==> src/rtl/core/i2cms_pkg.sv <==
// Shared types, codes and reset constants of the I2C master bit sequencer.
package i2cms_pkg;

	localparam int unsigned RegW  = 8;
	localparam int unsigned IdxW  = 2;
	localparam int unsigned OpW   = 3;
	localparam int unsigned BitCntW = 4;

	// Reset values of the configuration registers, and the MSB mask
	localparam logic [RegW-1:0] SetupTicksRst   = 8'd4;
	localparam logic [RegW-1:0] HalfBitTicksRst = 8'd2;
	localparam logic [RegW-1:0] SampleTicksRst  = 8'd1;
	localparam logic [RegW-1:0] AckPollLimRst   = 8'd250;
	localparam logic [RegW-1:0] MsbMask         = 8'h80;

	typedef enum logic [IdxW-1:0] {
		REG_SETUP_TICKS    = 2'd0,
		REG_HALF_BIT_TICKS = 2'd1,
		REG_SAMPLE_TICKS   = 2'd2,
		REG_ACK_POLL_LIMIT = 2'd3
	} reg_idx_t;

	typedef enum logic [OpW-1:0] {
		OP_TICK     = 3'd0,
		OP_START    = 3'd1,
		OP_STOP     = 3'd2,
		OP_WRITE    = 3'd3,
		OP_READ     = 3'd4,
		OP_WAIT_ACK = 3'd5
	} op_t;

	typedef enum logic [14:0] {
		PH_IDLE    = 15'h0001,
		PH_START_A = 15'h0002,
		PH_START_B = 15'h0004,
		PH_STOP_A  = 15'h0008,
		PH_STOP_B  = 15'h0010,
		PH_W_SETUP = 15'h0020,
		PH_W_HIGH  = 15'h0040,
		PH_W_LOW   = 15'h0080,
		PH_R_LOW   = 15'h0100,
		PH_R_HIGH  = 15'h0200,
		PH_A_LOW   = 15'h0400,
		PH_A_HIGH  = 15'h0800,
		PH_K_REL   = 15'h1000,
		PH_K_SCLH  = 15'h2000,
		PH_K_POLL  = 15'h4000
	} phase_t;

	// A programmed delay of zero still lasts one tick
	function automatic logic [RegW-1:0] ticks_of(input logic [RegW-1:0] d);
		return (d == '0) ? RegW'(1) : d;
	endfunction

endpackage

==> src/rtl/core/i2cms_ifs.sv <==
// Command and result channel interfaces of the I2C master bit sequencer.
interface i2cms_cmd_if;
	import i2cms_pkg::*;
	logic           valid;
	logic           ready;
	logic [OpW-1:0] op;
	logic [7:0]     tx_byte;
	logic           send_ack;
	logic           sda_in;

	modport source (output valid, op, tx_byte, send_ack, sda_in, input ready);
	modport sink   (input valid, op, tx_byte, send_ack, sda_in, output ready);
endinterface

interface i2cms_res_if;
	logic       valid;
	logic       ready;
	logic       scl;
	logic       sda_out;
	logic       sda_enable;
	logic       busy_res;
	logic       done_res;
	logic [7:0] rx_byte;
	logic       ack_failed;
	logic       rejected;

	modport source (output valid, scl, sda_out, sda_enable, busy_res, done_res, rx_byte,
		ack_failed, rejected, input ready);
	modport sink   (input valid, scl, sda_out, sda_enable, busy_res, done_res, rx_byte,
		ack_failed, rejected, output ready);
endinterface

==> src/rtl/core/i2c_master_bit_sequencer.sv <==
// I2C master bit sequencer: command/tick sequencer with a registered result stage.
// Result: the result of an accepted transaction is registered and valid in the cycle after acceptance.
// Throughput: one transaction per cycle unless a pending result stalls; sequencer
// state and result register update together: only the result register sets the rate.
// Reset (arst_n low): idle, SCL high, SDA driven high, delays back to defaults,
// no result pending.
module i2c_master_bit_sequencer
	import i2cms_pkg::*;
(
	input  logic              clk,
	input  logic              arst_n,
	input  logic              cfg_we,
	input  logic [IdxW-1:0]   cfg_index,
	input  logic [RegW-1:0]   cfg_data,
	i2cms_cmd_if.sink         cmd,
	i2cms_res_if.source       res
);

	// Configuration registers
	logic [RegW-1:0] setup_q, half_q, sample_q, limit_q;

	// Sequencer state
	phase_t             phase_q, n_phase;
	logic [RegW-1:0]    delay_q, n_delay;
	logic [BitCntW-1:0] bit_q, n_bit;
	logic [7:0]         shift_q, n_shift;
	logic               ack_mode_q, n_ack_mode;
	logic [RegW-1:0]    poll_q, n_poll;
	logic               scl_q, n_scl, sda_q, n_sda, en_q, n_en;
	logic               fail_q, n_fail;
	logic [7:0]         rx_q, n_rx;

	// Per-transaction flags
	logic            done, rej, do_poll;
	logic [RegW-1:0] poll_base;
	logic            is_cmd, take;

	// Result register
	logic       out_valid_q;
	logic       o_scl_q, o_sda_q, o_en_q, o_busy_q, o_done_q, o_fail_q, o_rej_q;
	logic [7:0] o_rx_q;

	assign cmd.ready = !out_valid_q || res.ready;
	assign take      = cmd.valid && cmd.ready;
	assign is_cmd    = (cmd.op >= OP_START) && (cmd.op <= OP_WAIT_ACK);

	// Write configuration registers
	always_ff @(posedge clk or negedge arst_n) begin
		if (!arst_n) begin
			setup_q  <= SetupTicksRst;
			half_q   <= HalfBitTicksRst;
			sample_q <= SampleTicksRst;
			limit_q  <= AckPollLimRst;
		end else if (cfg_we) begin
			unique case (reg_idx_t'(cfg_index))
				REG_SETUP_TICKS:    setup_q  <= cfg_data;
				REG_HALF_BIT_TICKS: half_q   <= cfg_data;
				REG_SAMPLE_TICKS:   sample_q <= cfg_data;
				REG_ACK_POLL_LIMIT: limit_q  <= cfg_data;
				default:            ;
			endcase
		end
	end

	// Compute the next sequencer state for one transaction
	always_comb begin
		n_phase    = phase_q;
		n_delay    = delay_q;
		n_bit      = bit_q;
		n_shift    = shift_q;
		n_ack_mode = ack_mode_q;
		n_poll     = poll_q;
		n_scl      = scl_q;
		n_sda      = sda_q;
		n_en       = en_q;
		n_fail     = fail_q;
		n_rx       = rx_q;
		done       = 1'b0;
		rej        = 1'b0;
		do_poll    = 1'b0;
		poll_base  = poll_q;

		if (is_cmd && phase_q == PH_IDLE) begin
			// Accept a new command
			n_fail = 1'b0;
			n_bit  = '0;
			n_poll = '0;
			case (op_t'(cmd.op))
				OP_START: begin
					n_en = 1'b1; n_sda = 1'b1; n_scl = 1'b1;
					n_phase = PH_START_A; n_delay = ticks_of(setup_q);
				end
				OP_STOP: begin
					n_scl = 1'b0; n_en = 1'b1; n_sda = 1'b0;
					n_phase = PH_STOP_A; n_delay = ticks_of(setup_q);
				end
				OP_WRITE: begin
					n_shift = cmd.tx_byte;
					n_en = 1'b1; n_scl = 1'b0;
					n_sda = |(cmd.tx_byte & MsbMask);
					n_phase = PH_W_SETUP; n_delay = ticks_of(half_q);
				end
				OP_READ: begin
					n_shift = '0;
					n_ack_mode = cmd.send_ack;
					n_en = 1'b0; n_sda = 1'b1; n_scl = 1'b0;
					n_phase = PH_R_LOW; n_delay = ticks_of(half_q);
				end
				default: begin
					n_en = 1'b0; n_sda = 1'b1;
					n_phase = PH_K_REL; n_delay = RegW'(1);
				end
			endcase
		end else if (phase_q != PH_IDLE) begin
			// Advance the waveform by one tick
			rej = is_cmd;
			if (phase_q == PH_K_POLL) begin
				do_poll = 1'b1;
			end else if (delay_q > RegW'(1)) begin
				n_delay = delay_q - RegW'(1);
			end else begin
				n_delay = '0;
				unique case (phase_q)
					PH_START_A: begin
						n_sda = 1'b0; n_phase = PH_START_B; n_delay = ticks_of(setup_q);
					end
					PH_START_B: begin
						n_scl = 1'b0; n_phase = PH_IDLE; done = 1'b1;
					end
					PH_STOP_A: begin
						n_scl = 1'b1; n_sda = 1'b1;
						n_phase = PH_STOP_B; n_delay = ticks_of(setup_q);
					end
					PH_STOP_B: begin
						n_phase = PH_IDLE; done = 1'b1;
					end
					PH_W_SETUP: begin
						n_scl = 1'b1; n_phase = PH_W_HIGH; n_delay = ticks_of(half_q);
					end
					PH_W_HIGH: begin
						n_scl = 1'b0; n_phase = PH_W_LOW; n_delay = ticks_of(half_q);
					end
					PH_W_LOW: begin
						n_bit = bit_q + BitCntW'(1);
						if (n_bit >= BitCntW'(8)) begin
							n_phase = PH_IDLE; done = 1'b1;
						end else begin
							n_shift = {shift_q[6:0], 1'b0};
							n_sda   = shift_q[6];
							n_phase = PH_W_SETUP; n_delay = ticks_of(half_q);
						end
					end
					PH_R_LOW: begin
						n_scl   = 1'b1;
						n_shift = {shift_q[6:0], cmd.sda_in};
						n_phase = PH_R_HIGH; n_delay = ticks_of(sample_q);
					end
					PH_R_HIGH: begin
						n_bit = bit_q + BitCntW'(1);
						n_scl = 1'b0;
						if (n_bit < BitCntW'(8)) begin
							n_phase = PH_R_LOW; n_delay = ticks_of(half_q);
						end else begin
							n_rx  = shift_q;
							n_en  = 1'b1;
							n_sda = !ack_mode_q;
							n_phase = PH_A_LOW; n_delay = ticks_of(half_q);
						end
					end
					PH_A_LOW: begin
						n_scl = 1'b1; n_phase = PH_A_HIGH; n_delay = ticks_of(half_q);
					end
					PH_A_HIGH: begin
						n_scl = 1'b0; n_phase = PH_IDLE; done = 1'b1;
					end
					PH_K_REL: begin
						n_scl = 1'b1; n_phase = PH_K_SCLH; n_delay = RegW'(1);
					end
					PH_K_SCLH: begin
						n_phase = PH_K_POLL; n_poll = '0;
						poll_base = '0; do_poll = 1'b1;
					end
					default: begin
						n_phase = PH_IDLE; done = 1'b1;
					end
				endcase
			end

			// Sample SDA for the slave's acknowledge
			if (do_poll) begin
				if (!cmd.sda_in) begin
					n_scl = 1'b0; n_phase = PH_IDLE; n_delay = '0; done = 1'b1;
				end else if (poll_base >= limit_q) begin
					n_fail = 1'b1;
					n_scl = 1'b0; n_en = 1'b1; n_sda = 1'b0;
					n_phase = PH_STOP_A; n_delay = ticks_of(setup_q);
				end else begin
					n_poll = poll_base + RegW'(1);
				end
			end
		end
	end

	// Update sequencer state on each transaction
	always_ff @(posedge clk or negedge arst_n) begin
		if (!arst_n) begin
			phase_q    <= PH_IDLE;
			delay_q    <= '0;
			bit_q      <= '0;
			shift_q    <= '0;
			ack_mode_q <= 1'b0;
			poll_q     <= '0;
			scl_q      <= 1'b1;
			sda_q      <= 1'b1;
			en_q       <= 1'b1;
			fail_q     <= 1'b0;
			rx_q       <= '0;
		end else if (take) begin
			phase_q    <= n_phase;
			delay_q    <= n_delay;
			bit_q      <= n_bit;
			shift_q    <= n_shift;
			ack_mode_q <= n_ack_mode;
			poll_q     <= n_poll;
			scl_q      <= n_scl;
			sda_q      <= n_sda;
			en_q       <= n_en;
			fail_q     <= n_fail;
			rx_q       <= n_rx;
		end
	end

	// Hold the result until it is taken
	always_ff @(posedge clk or negedge arst_n) begin
		if (!arst_n) begin
			out_valid_q <= 1'b0;
		end else if (take) begin
			out_valid_q <= 1'b1;
		end else if (res.ready) begin
			out_valid_q <= 1'b0;
		end
	end

	always_ff @(posedge clk) begin
		if (take) begin
			o_scl_q  <= n_scl;
			o_sda_q  <= n_sda;
			o_en_q   <= n_en;
			o_busy_q <= (n_phase != PH_IDLE);
			o_done_q <= done;
			o_rx_q   <= n_rx;
			o_fail_q <= n_fail;
			o_rej_q  <= rej;
		end
	end

	assign res.valid      = out_valid_q;
	assign res.scl        = o_scl_q;
	assign res.sda_out    = o_sda_q;
	assign res.sda_enable = o_en_q;
	assign res.busy_res   = o_busy_q;
	assign res.done_res   = o_done_q;
	assign res.rx_byte    = o_rx_q;
	assign res.ack_failed = o_fail_q;
	assign res.rejected   = o_rej_q;

endmodule

==> src/flat_wrapper.sv <==
// flat-port wrapper written by rule: the top's interface ports become plain ports
module i2c_master_bit_sequencer_flat import i2cms_pkg::*;
  (clk, arst_n, cfg_we, cfg_index, cfg_data, cmd_valid, cmd_op, cmd_tx_byte, cmd_send_ack, cmd_sda_in, cmd_ready, res_valid, res_scl, res_sda_out, res_sda_enable, res_busy_res, res_done_res, res_rx_byte, res_ack_failed, res_rejected, res_ready);
  i2cms_cmd_if cmd_i ();
  i2cms_res_if res_i ();
  input  logic clk;
  input  logic arst_n;
  input  logic cfg_we;
  input  logic [IdxW-1:0] cfg_index;
  input  logic [RegW-1:0] cfg_data;
  input wire logic [$bits(cmd_i.valid)-1:0] cmd_valid;
  input wire logic [$bits(cmd_i.op)-1:0] cmd_op;
  input wire logic [$bits(cmd_i.tx_byte)-1:0] cmd_tx_byte;
  input wire logic [$bits(cmd_i.send_ack)-1:0] cmd_send_ack;
  input wire logic [$bits(cmd_i.sda_in)-1:0] cmd_sda_in;
  output wire logic [$bits(cmd_i.ready)-1:0] cmd_ready;
  output wire logic [$bits(res_i.valid)-1:0] res_valid;
  output wire logic [$bits(res_i.scl)-1:0] res_scl;
  output wire logic [$bits(res_i.sda_out)-1:0] res_sda_out;
  output wire logic [$bits(res_i.sda_enable)-1:0] res_sda_enable;
  output wire logic [$bits(res_i.busy_res)-1:0] res_busy_res;
  output wire logic [$bits(res_i.done_res)-1:0] res_done_res;
  output wire logic [$bits(res_i.rx_byte)-1:0] res_rx_byte;
  output wire logic [$bits(res_i.ack_failed)-1:0] res_ack_failed;
  output wire logic [$bits(res_i.rejected)-1:0] res_rejected;
  input wire logic [$bits(res_i.ready)-1:0] res_ready;
  assign cmd_i.valid = cmd_valid;
  assign cmd_i.op = cmd_op;
  assign cmd_i.tx_byte = cmd_tx_byte;
  assign cmd_i.send_ack = cmd_send_ack;
  assign cmd_i.sda_in = cmd_sda_in;
  assign cmd_ready = cmd_i.ready;
  assign res_valid = res_i.valid;
  assign res_scl = res_i.scl;
  assign res_sda_out = res_i.sda_out;
  assign res_sda_enable = res_i.sda_enable;
  assign res_busy_res = res_i.busy_res;
  assign res_done_res = res_i.done_res;
  assign res_rx_byte = res_i.rx_byte;
  assign res_ack_failed = res_i.ack_failed;
  assign res_rejected = res_i.rejected;
  assign res_i.ready = res_ready;
  i2c_master_bit_sequencer u_core (.clk(clk), .arst_n(arst_n), .cfg_we(cfg_we), .cfg_index(cfg_index), .cfg_data(cfg_data), .cmd(cmd_i), .res(res_i));
endmodule
==> config.mk <==
export PLATFORM = sky130hd
export DESIGN_NAME = i2c_master_bit_sequencer_flat
export DESIGN_NICKNAME = d
export VERILOG_FILES = /design/src/rtl/core/i2cms_pkg.sv /design/src/rtl/core/i2cms_ifs.sv /design/src/rtl/core/i2c_master_bit_sequencer.sv /design/src/flat_wrapper.sv
export SDC_FILE = /design/constraint.sdc
export NUM_CORES = 1
export LEC_CHECK = 0
export BUFFER_PORTS_ARGS = -buffer_cell sky130_fd_sc_hd__clkbuf_2
export CAP_MARGIN = 20
export CORE_MARGIN = 10
export CORE_UTILIZATION = 60
export CTS_CLUSTER_SIZE = 25
export DETAILED_ROUTE_END_ITERATION = 8
export PLACE_DENSITY = 0.78
export SLEW_MARGIN = 20
export SYNTH_ARGS = -nofsm -noshare
export SYNTH_HDL_FRONTEND = slang
export SYNTH_SLANG_ARGS = --single-unit
==> constraint.sdc <==
create_clock -name clk -period 9.6 [get_ports clk]
set_input_delay 1.92 -clock clk [delete_from_list [all_inputs] [get_ports clk]]
set_output_delay 1.92 -clock clk [all_outputs]
set_load 0.05 [all_outputs]
==> impl_metrics.csv <==
group,metric,value,unit
layout,drive_gt1_share,22.3,%
yosys,syn-cell-area,0.00624,mm^2
route,drt-vias-per-instance,6.65,
place,dp_cells,811,
grt,grt_max_degree,71,
yosys,synthMuxAreaShare,9.72,%
yosys,ys_seq_area_share,43.2,%
sta,totalNegativeSetupSlack,0,ps
clock_tree,cts_hold_buf,0,
yosys,avgSynthCellArea,9.46,um^2
setup_path,slowest_stage,"or4_1",
die,floorplan.initialDensity,61.0,%
power,swShare,39.1,%
sta,finalCritPeriodShare,50.1,%
setup_path,worst_path_dominant_cell_family,"simple AND/OR/NAND/NOR gates",
yosys,synth_largest_area_cell,"dfrtp_1",
setup_path,crit_chain,"or4_1 > or4_4 > or3_1 > and2_1 > ha_1 > o2111ai_1 > o221ai_1 > and3b_1 > nand2_1 > a31o_2 > mux2_2",
route,drt_pass1_iterations,7,
layout,fillers,819,
die,die_x,122,um
grt,grt_antenna_before_repair,0,
yosys,yosysWarnings,0,
yosys,synth_nets,700,
setup_path,cp.arrival,5130,ps
setup_path,slowest_delay,710,ps
yosys,synth_top_family_by_area,"simple AND/OR/NAND/NOR gates",
place,placed_area,0.00653,mm^2
grt,grt_pass1_wl,27300,um
power,p_clk_share,19.5,%
yosys,yosys.area.top_type_share,30.5,%
die,core,0.0102,mm^2
die,die_area,0.0149,mm^2
clock_tree,clk_pin_slew,100,ps
power,powerDensity,199,mW/mm^2
min_path,worstHoldPathType,"flop to flop",
yosys,synthAdderAreaFrac,2.41,%
die,die_h,122,um
setup_path,required,9930,ps
place,gp_congestion,1.02,
place,io_buffers,44,
yosys,synth_seq_cells,104,
grt,overflow,0,
clock_tree,clock_path_buffers,2,
outcome,status,"complete, no violations",
power,peakVddDrop,0.000160,V
yosys,yosys.area_share.simple,20.6,%
flow_run,cap_violations,0,
sta,grt_setup_unrepaired,"false",
yosys,synthTopCellsByArea,"dfrtp_1, mux2_2, edfxtp_1, dfstp_2, nand2_1",
layout,largest_register_ffs,15,
clock_tree,cts-htree-levels,3,
sta,fin_worst_skew,9.06,ps
power,comb_power_share,33.9,%
route,drc,0,
grt,grt.total_usage,22.8,%
place,pre_cts_slack,4870,ps
clock_tree,clkLatencyLatePin,390,ps
setup_path,crit_type,"flop to flop",
yosys,ys.flop_type,"dfrtp_1",
place,dpl.hpwl,12300,um
clock_tree,root_buffer,"clkbuf_8",
yosys,yosys.cell_types.count,76,
route,first_iter_violations,677,
route,ant_nets,0,
sta,fmax,208,MHz
yosys,synth_xor_area_share,0.561,%
route,routedWlPerCell,20.5,um
setup_path,path_buf_inv,0,
layout,post-route-cell-area,0.00672,mm^2
sta,finalCriticalPeriod,4810,ps
grt,grt_pass1_vias,5248,
yosys,synth_compound_area_share,20.0,%
power,p_leak,2.81,nW
die,ioPinCount,45,
layout,largest-register,"u_core.phase_q",
clock_tree,tritoncts,"done",
sta,hold_violations,0,
die,rows,37,
sta,setup_viol,0,
power,p_sw,0.524,mW
layout,num_antenna_cells,0,
clock_tree,cts-buffers-inserted,9,
sta,setup_slack,4790,ps
setup_path,crit_fanout,13,
layout,finalNonFillerCells,827,
clock_tree,post_cts_resized,0,
layout,synthToLayoutAreaGrowth,7.74,%
route,drt-total-wl,16900,um
route,vias,5502,
power,total_power,1.34,mW
yosys,syn-instance-count,660,
power,internal-power,0.815,mW
sta,slew-limit-headroom,33.6,%
yosys,synth_edf_count,15,
clock_tree,post-cts-setup-buffers,0,
sta,worst_pin_slew,988,ps
layout,nets,726,
yosys,synth-async-reset-ratio,85.6,%
setup_path,endpoint_kind,"flop",
setup_path,cp-start-kind,"flop",
sta,slew_viol_final,0,
clock_tree,cts.sinks,104,
power,seqPwrFrac,46.6,%
-- worst paths after layout --
check,slack [ps],cells past startpoint,endpoint,startpoint
worst min-delay path,480,2,u_core.rx_q[5]$_DFFE_PN0P_,u_core.rx_q[5]$_DFFE_PN0P_
max in group asynchronous,7030,2,u_core.setup_q[1]$_DFFE_PN0P_,arst_n
min in group asynchronous,1400,1,u_core.shift_q[7]$_DFFE_PN0P_,arst_n
worst max register to register,4790,11,u_core.sda_q$_DFFE_PN1P_,u_core.phase_q[9]$_DFFE_PN0P_
worst min register to register,480,2,u_core.rx_q[5]$_DFFE_PN0P_,u_core.rx_q[5]$_DFFE_PN0P_
worst max-delay path,4790,11,u_core.sda_q$_DFFE_PN1P_,u_core.phase_q[9]$_DFFE_PN0P_
-- power groups by stage --
stage / combinational (mW) / clock [mW] / sequential (mW)
after floorplan: 0.342 / 0 / 0.606
after global placement: 0.430 / 0 / 0.622
after detailed placement: 0.440 / 0 / 0.626
after CTS: 0.443 / 0.264 / 0.617
after global routing: 0.500 / 0.278 / 0.633
final: 0.454 / 0.261 / 0.624
-- cell families (layout without fill, tap and decap cells) --
| family | Yosys count | in the layout |
|---|---|---|
| mux | 54 | 54 |
| compound gates | 186 | 186 |
| buf+inv | 52 | 83 |
| simple gates | 248 | 248 |
| xor+xnor | 4 | 4 |
| flops | 104 | 104 |
| fa+ha+maj | 12 | 12 |
-- cell usage in the layout, fill, tap and decap left out, types with 4 or more instances in the layout --
cell,instances
a31oi_1,12
nand3_1,13
a221o_1,5
a21o_1,4
a22oi_1,13
a211oi_1,5
dfrtp_1,76
o21ai_0,49
nand2b_1,7
nor2b_1,4
and3_1,10
nor4b_1,9
clkbuf_8,9
nor4_1,8
clkbuf_2,43
or4_1,8
nor4_2,4
or3_1,4
and2_1,5
ha_1,12
nor3_1,19
edfxtp_1,15
nand4_1,9
or2_2,6
o31ai_1,7
nand2_1,88
buf_4,6
mux2_2,53
xor2_1,4
inv_1,17
a21oi_1,42
dfstp_2,13
nor2_1,37
-- layout make-up --
class	instances	area (um^2)	area share [%]
Multi-Input combinational cell	504	3350	49.9
Clock buffer	10	128	1.90
Sequential cell	104	2690	40.1
Clock inverter	6	51.3	0.763
Inverter	18	67.6	1.00
Timing Repair Buffer	49	260	3.87
Tap cell	136	170	2.53
-- cell usage after synthesis, types with 4 or more instances --
library cell / n
ha_1: 12
and2_1: 5
o2111ai_1: 4
dfstp_2: 13
xor2_1: 4
or3_1: 4
nand2b_1: 7
nand2_1: 88
nor4_1: 10
buf_2: 5
a31oi_1: 12
nor4b_1: 9
a221o_1: 5
nor2_1: 37
clkbuf_1: 26
or2_2: 6
nand4_1: 9
a21oi_1: 42
or4_1: 8
o31ai_1: 7
edfxtp_1: 15
mux2_2: 53
o21ai_0: 49
a211oi_1: 5
a21o_1: 4
nor2b_1: 4
inv_1: 17
a22oi_1: 13
nand3_1: 13
dfrtp_1: 76
and3_1: 10
nor3_1: 19
-- worst min-delay path, stage by stage (launching register included) --
cell and delay, ps:
dfrtp_1 350, nand2_1 50, nand2_1 50
-- per-layer routing --
layer  track usage [%]  vias to the layer above  part of all wire (%)
li1                  -                     2536                     -
met1              29.5                     2663                    41
met2              36.7                      271                    48
met3              5.50                       32                   8.7
met4              7.60                        0                   2.0
met5                 0                        -                     0
-- stage by stage --
step | hold WS (ps) | utilization, %
2_1_floorplan | 442 | -
3_3_place_gp | 454 | 63.8
3_5_place_dp | 459 | 63.8
4_1_cts | 484 | 65.5
5_1_grt | 536 | 65.7
6_report | 480 | 65.7
Power figures use the tool's default switching activity.
